`src/rtl/core/hmap_ram.sv`:
```
`default_nettype none

module hmap_ram #(
    parameter int WIDTH = 8,
    parameter int DEPTH = 64
) (
    input  wire logic                     clk,
    input  wire logic                     we,
    input  wire logic [$clog2(DEPTH)-1:0] addr,
    input  wire logic [WIDTH-1:0]         wdata,
    output logic      [WIDTH-1:0]         rdata
);

    logic [WIDTH-1:0] mem [DEPTH];

    // Write on we, registered read of the old contents
    always_ff @(posedge clk)
    begin
        if (we)
        begin
            mem[addr] <= wdata;
        end
        rdata <= mem[addr];
    end

endmodule

`default_nettype wire

```
`config.mk`:
```
export PLATFORM = sky130hd
export DESIGN_NAME = hmap_ram
export DESIGN_NICKNAME = d
export VERILOG_FILES = /design/src/rtl/core/hmap_ram.sv
export SDC_FILE = /design/constraint.sdc
export NUM_CORES = 1
export LEC_CHECK = 0
export BUFFER_PORTS_ARGS = -buffer_cell sky130_fd_sc_hd__clkbuf_2
export CAP_MARGIN = 10
export CORE_MARGIN = 5
export CORE_UTILIZATION = 47
export DETAILED_ROUTE_END_ITERATION = 10
export GPL_TIMING_DRIVEN = 1
export PLACE_DENSITY = 0.6
export SYNTH_ARGS = -nofsm -noshare
export SYNTH_HDL_FRONTEND = slang
export SYNTH_SLANG_ARGS = --single-unit
```
`constraint.sdc`:
```
create_clock -name clk -period 3.7 [get_ports clk]
set_input_delay 0.74 -clock clk [delete_from_list [all_inputs] [get_ports clk]]
set_output_delay 0.74 -clock clk [all_outputs]
set_load 0.02 [all_outputs]
```
Yosys cells after proc, flatten, opt, wreduce, memory -nomap -nowiden
Memories as Yosys holds them, arrays and structs flattened. A register that Yosys moved wholly into a read port is not among the register bits.
Index checks and enable logic that the tools add are counted.
- bits in read-only memories: 0
- latch bits: 0
- output and inout port bits: 8
- register bits after elaboration: 0
- RAM bits: 512
- bits of input ports: 16
- memories kept: 1
- word-level logic and storage cells: 3
- shift operators: 0
- reductions and logical operators: 0
- equality and inequality tests: 0
- $add $sub $neg: 0
- div/mod/pow operators: 0
- magnitude comparators: 0
- multipliers: 0
- mux-type cells: 2
- bitwise logic cells: 0
- memory list (name ; depth ; width ; read ports ; clocked after Yosys merged registers in ; write ports ; line ; text):
    mem ; 64 ; 8 ; 1 ; 1 ; 1 ; 14 ; logic [WIDTH-1:0] mem [DEPTH];
- operator list (kind ; number):
    2-to-1 mux 1 bit ; 2

Logic depth before layout (Yosys ltp)
Gate-level depths: netlist of run 1.
- word-level depth: 2
- depth in mapped cells: 10
- depth with buffers taken out: 5

Worst setup path after synthesis of run 1
Ideal clock, no wire load.
- kind: input port to flip-flop
- start point: input port addr[1]
- end point: memory mem[13][0], enable pin
- setup time: 0.370 ns
- setup slack: 0.861 ns
- data arrival time: 2.468 ns
- required time: 3.330 ns
- buffers on the path: 4
- stages on the path: 7
- cells stage by stage: buf_6 > buf_6 > nor2b_1 > clkbuf_1 > clkbuf_1 > nand3_1 > nor2_1
- RTL lines (element ; line ; text):
    start: declaration ; 9 ; input wire logic [$clog2(DEPTH)-1:0] addr,
    end: declaration ; 14 ;
Straight into the memory's write port.

==> flow_metrics.py, run 1 <==
metrics = {
    "grt": {
        "grt_overflow": 0,
        "grtUsageTotal": 0.226,
        "grt_pass1_wl_um": 78900,
        "antenna_found_initial": 1,
        "grt_pass1_vias": 11500,
        "grt_max_degree": 65,
    },
    "critical_path": {
        "end_kind": "register",
        "critPathMaxStageDelay_ns": 0.56,
        "worstSetupStartpointType": "primary input",
        "worst_r2r_startpoint": "mem[6][7]",
        "path_buf_inv": 2,
        "crit_arrival_ns": 3.22,
        "path_class": "primary input to register",
        "crit_fanout": 34,
        "critPathRequiredTime_ns": 4.16,
        "cpMaxStageDelayCell": "or4b_1",
        "crit_family": "compound AO/OA/AOI/OAI gates",
        "path_cells": "buf_4 -> buf_12 -> nor2_1 -> o2bb2ai_1 -> a22oi_1 -> o2111ai_1 -> or4b_1",
        "critPathLaunch": "addr[1]",
    },
    "floorplanning": {
        "coreArea_um2": 43100,
        "die_y_um": 219,
        "fp.dieW_um": 219,
        "initial_core_util": 0.475,
        "die-area_um2": 47800,
        "io_pins": 24,
        "fp-row-count": 76,
    },
    "timing": {
        "relSlewSlack": 0.0854,
        "rsz0062_at_grt": "no",
        "setup_viol": 0,
        "hold_viol_final": 0,
        "tightest_slew_ns": 1.37,
        "period_share": 0.746,
        "min_period_ns": 2.76,
        "setup_tns_ns": 0,
        "finClkSkew_ns": 0.0309,
        "fmax_mhz": 362,
        "final_max_slew_viol_count": 0,
    },
    "place": {
        "gp_congestion": 0.893,
        "dp_hpwl_um": 34900,
        "port_buffers": 23,
    },
    "outcome": {
        "run_status": "finished clean",
    },
    "route": {
        "drt_iter0_drc": 1157,
        "detail-route-antenna-nets": 0,
        "drtPass1Iterations": 5,
        "drcViolationCount": 0,
        "vias": 11700,
        "totalWireLength_um": 53400,
        "drt-wirelength-per-cell_um": 27.7,
        "via_per_inst": 6.08,
    },
    "power_and_ir_drop": {
        "seq_power_share": 0.530,
        "design_power_total_mw": 12.4,
        "internal_power_mw": 9.69,
        "p_leak_nw": 7.81,
        "clock_power_share": 0.413,
        "power.switching_mw": 2.66,
        "power_frac_comb": 0.057,
        "cellPowerDensity_nw_per_um2": 523,
        "netSwitchingFraction": 0.215,
        "peakVddDrop_v": 0.000355,
    },
    "synthesis": {
        "yosys_warnings": 0,
        "ys_types": 56,
        "synth_top_area_frac": 0.752,
        "ys_seq_elements": 520,
        "ys_seq_area_frac": 0.760,
        "ys.flop_type": "edfxtp_1",
        "ys_async_sr_fraction": 0,
        "synth_top_cell_by_area": "edfxtp_1",
        "synth_nets": 1187,
        "synth-edff-count": 512,
        "netlist_area_um2": 20400,
        "yosysMostFrequentCell": "edfxtp_1",
        "ys_top_cells_by_count": "edfxtp_1, nor2_1, mux2i_1, nand2_1, mux4_2",
        "synth.area.top_cells": "edfxtp_1, mux4_2, mux2i_1, nor2_1, a22oi_1",
        "syn_avg_cell_area_um2": 17.5,
        "synthCells": 1171,
    },
    "cts": {
        "clock-sinks": 520,
        "tritoncts": "yes",
        "h-tree-depth": 2,
        "cts-root-buf": "clkbuf_16",
        "cts_made_buffers": 53,
        "post_cts_buffers": 0,
        "cts_buffer_depth": 3,
        "cts_resized": 0,
        "cts_hold_buf": 0,
        "clk_pin_slew_ns": 0.06,
        "clock_latency_ns": 0.60,
    },
    "run": {
        "maxCapViolations": 0,
    },
    "layout": {
        "nNetsFinal": 1317,
        "final_core_util": 0.549,
        "fill_cells": 3399,
        "layout-drive-gt1-share": 0.210,
        "syn2layout_area_growth_pct": 15.6,
    },
    "min_path": {
        "hold_path_class": "register to register",
        "min_from": "mem[3][4]",
    },
}
==> cells by family (layout without fill, tap and decap cells) <==
group	Yosys count	after routing	share of synthesized area
DFF	520	520	0.760
muxes	116	116	0.0826
buffers and inverters	84	254	0.0198
AOI/OAI and AO/OA	222	222	0.0808
other	0	1	0
and+or+nand+nor	229	229	0.0571
==> worst min-delay path, cell delays in order (launching register included) <==
cell       delay [ns]
edfxtp_1         0.32
o2bb2ai_1        0.12
o31ai_1          0.12
nand4_1          0.11
==> cells in the final DEF, fill, tap and decap left out, types with 8 or more instances in the layout <==
| cell | n |
|---|---|
| edfxtp_1 | 512 |
| buf_4 | 129 |
| nor2_1 | 81 |
| mux2i_1 | 63 |
| clkbuf_16 | 54 |
| nand2_1 | 45 |
| mux4_2 | 41 |
| a22oi_1 | 40 |
| a21oi_1 | 28 |
| nand2b_1 | 24 |
| o22ai_1 | 22 |
| a221oi_1 | 21 |
| clkbuf_2 | 20 |
| clkinv_1 | 16 |
| a31oi_1 | 15 |
| nand3b_1 | 12 |
| o22a_1 | 11 |
| a221o_1 | 11 |
| a22o_1 | 10 |
| clkbuf_1 | 10 |
| o21ai_0 | 9 |
| and2_1 | 9 |
| and3_1 | 9 |
| o221ai_1 | 9 |
| nand3_1 | 8 |
| clkinv_2 | 8 |
| dfxtp_1 | 8 |
==> area by class of cell <==
cell class / count / area (um^2) / share of cell area
Antenna cell: 1 / 2.50 / 0.000106
Sequential cell: 520 / 15500 / 0.657
Inverter: 3 / 11.3 / 0.000476
Clock inverter: 31 / 251 / 0.0106
Timing Repair Buffer: 156 / 1200 / 0.0508
Tap cell: 585 / 732 / 0.0310
Clock buffer: 64 / 1390 / 0.0588
Multi-Input combinational cell: 567 / 4510 / 0.191
==> sequential cells by signal (all words and copies together) (netlist names) <==
signal / count
mem: 512
rdata: 8
==> through the flow <==
| stage | hold slack [ns] | worst slack (ns) | cells | area (um^2) |
|---|---|---|---|---|
| final | 0.684 | 0.940 | 1927 | 23600 |
| after global routing | 0.727 | 0.846 | 1926 | 23600 |
| after CTS | 0.679 | 0.987 | 1926 | 23600 |
| after detailed placement | 0.677 | 0.389 | 1831 | 22000 |
| after global placement | 0.666 | 0.409 | 1831 | 22000 |
| after floorplan | 0.563 | 0.861 | 1171 | 20400 |
==> metal layers <==
layer / vias up / GRT usage / part of all wire
met5: - / 0 / 0
met4: 0 / 0.0651 / 0.027
met3: 85 / 0.0524 / 0.092
met2: 574 / 0.344 / 0.47
met1: 6042 / 0.329 / 0.42
li1: 5016 / - / -
==> final timing paths <==
path | to | slack, ns | cells after the start
setup / recovery | rdata[7] | 0.94 | 7
hold / removal | rdata[4] | 0.68 | 3
setup reg to reg | rdata[7] | 1.33 | 5
hold reg to reg | rdata[4] | 0.68 | 3
==> power by group through the flow <==
stage                     registers, mW  clock network [mW]  logic (mW)
after CTS                          6.55                5.18       0.700
after floorplan                    6.67                   0       0.354
after global placement             6.67                   0       0.692
after detailed placement           6.67                   0       0.698
after global routing               6.55                5.44       0.744
final                              6.55                5.10       0.703
Note: power is estimated with default switching activity, not from simulation.
==> run 2, diff against run 1 <==
--- a/config.mk
+++ b/config.mk
@@ -5,13 +5,14 @@
 export SDC_FILE = /design/constraint.sdc
 export NUM_CORES = 1
 export LEC_CHECK = 0
+export ABC_AREA = 1
 export BUFFER_PORTS_ARGS = -buffer_cell sky130_fd_sc_hd__clkbuf_2
 export CAP_MARGIN = 10
 export CORE_MARGIN = 5
 export CORE_UTILIZATION = 47
 export DETAILED_ROUTE_END_ITERATION = 10
 export GPL_TIMING_DRIVEN = 1
-export PLACE_DENSITY = 0.6
+export PLACE_DENSITY = 0.63
 export SYNTH_ARGS = -nofsm -noshare
 export SYNTH_HDL_FRONTEND = slang
 export SYNTH_SLANG_ARGS = --single-unit
==> constraint.sdc (replaced) <==
create_clock -name clk -period 2.3 [get_ports clk]
set_input_delay 0.46 -clock clk [delete_from_list [all_inputs] [get_ports clk]]
set_output_delay 0.46 -clock clk [all_outputs]
set_load 0.02 [all_outputs]
==> run 2 against run 1 <==
Compared with the run above:
- utilization decreased by 0.57 points
- highest routed layer is now met5
- clock power increased by 65%
- routed wire length increased by 1.5%
- cell area increased by 6.7%
- final cell count increased by 51%
- largest power group unchanged
- critical path depth unchanged
- global-route usage decreased by 1.3 points
==> flow_metrics.py, run 2 <==
metrics = {
    "timing": {
        "rsz0062_at_grt": "no",
        "setup_viol": 0,
        "min_period_ns": 1.65,
        "final_max_slew_viol_count": 0,
        "fmax_mhz": 606,
        "relSlewSlack": 0.495,
        "finClkSkew_ns": 0.0177,
        "tightest_slew_ns": 0.757,
        "hold_viol_final": 0,
        "period_share": 0.717,
        "worst_hold_slack_ns": 0.155,
    },
    "critical_path": {
        "crit_path_frequent_cell": "nand2_1",
        "cpMaxStageDelayCell": "edfxtp_1",
        "end_kind": "register",
        "critPathMaxStageDelay_ns": 0.39,
        "path_class": "register to register",
        "crit_arrival_ns": 2.10,
        "crit_fanout": 1,
        "critPathRequiredTime_ns": 2.75,
        "path_cells": "or2_2 -> nand3_1 -> nand2_1 -> o21ai_1 -> nand2_1 -> nor2_1 -> nand2_1",
        "worstSetupStartpointType": "register",
    },
    "synthesis": {
        "ys_types": 22,
        "netlist_area_um2": 22000,
        "ys_top_cells_by_count": "nand2_1, edfxtp_1, nor2_1, buf_2, inv_1",
        "yosys_warnings": 0,
        "synthCells": 2167,
        "synth-edff-count": 512,
        "synth_top_area_frac": 0.697,
        "synth_nets": 2183,
        "ys_async_sr_fraction": 0,
        "yosysMostFrequentCell": "nand2_1",
        "ys.flop_type": "edfxtp_1",
        "synth.area.top_cells": "edfxtp_1, nand2_1, nor2_1, buf_2, buf_6",
        "ys_seq_area_frac": 0.705,
        "ys_seq_elements": 520,
        "synth_top_cell_by_area": "edfxtp_1",
        "syn_avg_cell_area_um2": 10.2,
    },
    "layout": {
        "largest-register": "mem",
        "nNetsFinal": 2283,
        "mostFrequentLayoutCells": "nand2_1, edfxtp_1, buf_4, nor2_1, clkbuf_16",
        "final_area_um2": 25200,
        "largestRegisters": "mem x512, rdata x8",
        "largest_reg_flops": 512,
        "final_common_cell": "nand2_1",
        "layout-drive-gt1-share": 0.103,
        "syn2layout_area_growth_pct": 14.4,
    },
    "power_and_ir_drop": {
        "p_leak_nw": 10.6,
        "design_power_total_mw": 20.2,
        "peakVddDrop_v": 0.000534,
        "cellPowerDensity_nw_per_um2": 803,
    },
    "cts": {
        "clk_pin_slew_ns": 0.06,
        "clock-sinks": 520,
        "cts_buffer_depth": 3,
        "h-tree-depth": 2,
        "clock_latency_ns": 0.58,
        "tritoncts": "yes",
        "cts_resized": 0,
        "cts-root-buf": "clkbuf_16",
        "cts_hold_buf": 0,
        "cts_made_buffers": 52,
        "post_cts_buffers": 0,
    },
    "route": {
        "drt-wirelength-per-cell_um": 18.6,
        "drcViolationCount": 0,
        "vias": 14800,
        "drt_iter0_drc": 1331,
        "drtPass1Iterations": 5,
        "totalWireLength_um": 54300,
        "detail-route-antenna-nets": 0,
        "via_per_inst": 5.07,
    },
    "grt": {
        "grt_overflow": 0,
        "grt_pass1_vias": 14600,
        "grt_pass1_wl_um": 83900,
        "grtUsageTotal": 0.213,
        "antenna_found_initial": 5,
        "grt_max_degree": 85,
    },
    "floorplanning": {
        "die_y_um": 227,
        "fp-row-count": 79,
        "io_pins": 24,
        "fp.dieW_um": 227,
        "die-area_um2": 51300,
        "coreArea_um2": 46500,
        "initial_core_util": 0.475,
    },
    "min_path": {
        "hold_path_class": "primary input to register",
    },
    "place": {
        "dp_hpwl_um": 32000,
        "gp_congestion": 0.838,
        "port_buffers": 23,
        "place_area_um2": 23500,
    },
    "run": {
        "maxCapViolations": 0,
    },
    "outcome": {
        "run_status": "finished clean",
    },
}
run 2: final timing paths:
check / from / end / slack, ns / depth (start not counted)
worst max-delay path: mem[28][6] / rdata[6] / 0.65 / 7
worst min-delay path: wdata[4] / mem[38][4] / 0.16 / 1
worst max register to register: mem[28][6] / rdata[6] / 0.65 / 7
worst min register to register: mem[8][4] / rdata[4] / 0.81 / 10
run 2: worst max-delay path: cells and delay by family (launching register included):
kind	cells	cell delay (ns)
AOI/OAI and AO/OA	1	0.18
DFF	1	0.39
and+or+nand+nor	6	0.94
run 2: cells by family (layout without fill, tap and decap cells):
family | count (synthesis) | count (layout) | share of synthesized area
AO/OA/AOI/OAI | 12 | 12 | 0.00329
AND/OR/NAND/NOR | 1504 | 1504 | 0.260
flip-flops | 520 | 520 | 0.705
buffers and inverters | 131 | 273 | 0.0316
other | 0 | 3 | 0
run 2: area by class of cell:
| type | count | area, um^2 |
|---|---|---|
| diodes | 3 | 7.51 |
| clock buffers | 65 | 1370 |
| clock inverters | 31 | 322 |
| fillers | 4039 | 21200 |
| inverters | 30 | 120 |
| multi-input cells | 1516 | 5810 |
| flip-flops and latches | 520 | 15500 |
| well taps | 607 | 759 |
| repair buffers | 147 | 1290 |
run 2: layer usage:
layer  track usage  share of wire  up-vias
met4        0.0644          0.027        8
met2         0.343           0.47      433
met5             0        0.00085        -
met1         0.295           0.44     7035
li1              -              -     7216
met3        0.0430          0.067       98
run 2: power breakdown:
group / switching [mW] / leakage (nW) / internal [mW]
Sequential: 0.0315 / 4.67 / 10.5
Clock: 3.43 / 0.834 / 5.00
Combinational: 0.947 / 5.13 / 0.355
Total: 4.40 / 10.6 / 15.8
run 2: per-stage QoR:
stage / TNS [ns] / std cells / utilization / setup WS [ns]
after detailed placement: 0 / 2820 / 0.506 / 0.108
after global placement: 0 / 2820 / 0.506 / 0.123
after floorplan: -2.06 / 2167 / - / -0.129
final: 0 / 2919 / 0.543 / 0.650
after global routing: 0 / 2916 / 0.543 / 0.548
after CTS: 0 / 2916 / 0.543 / 0.643
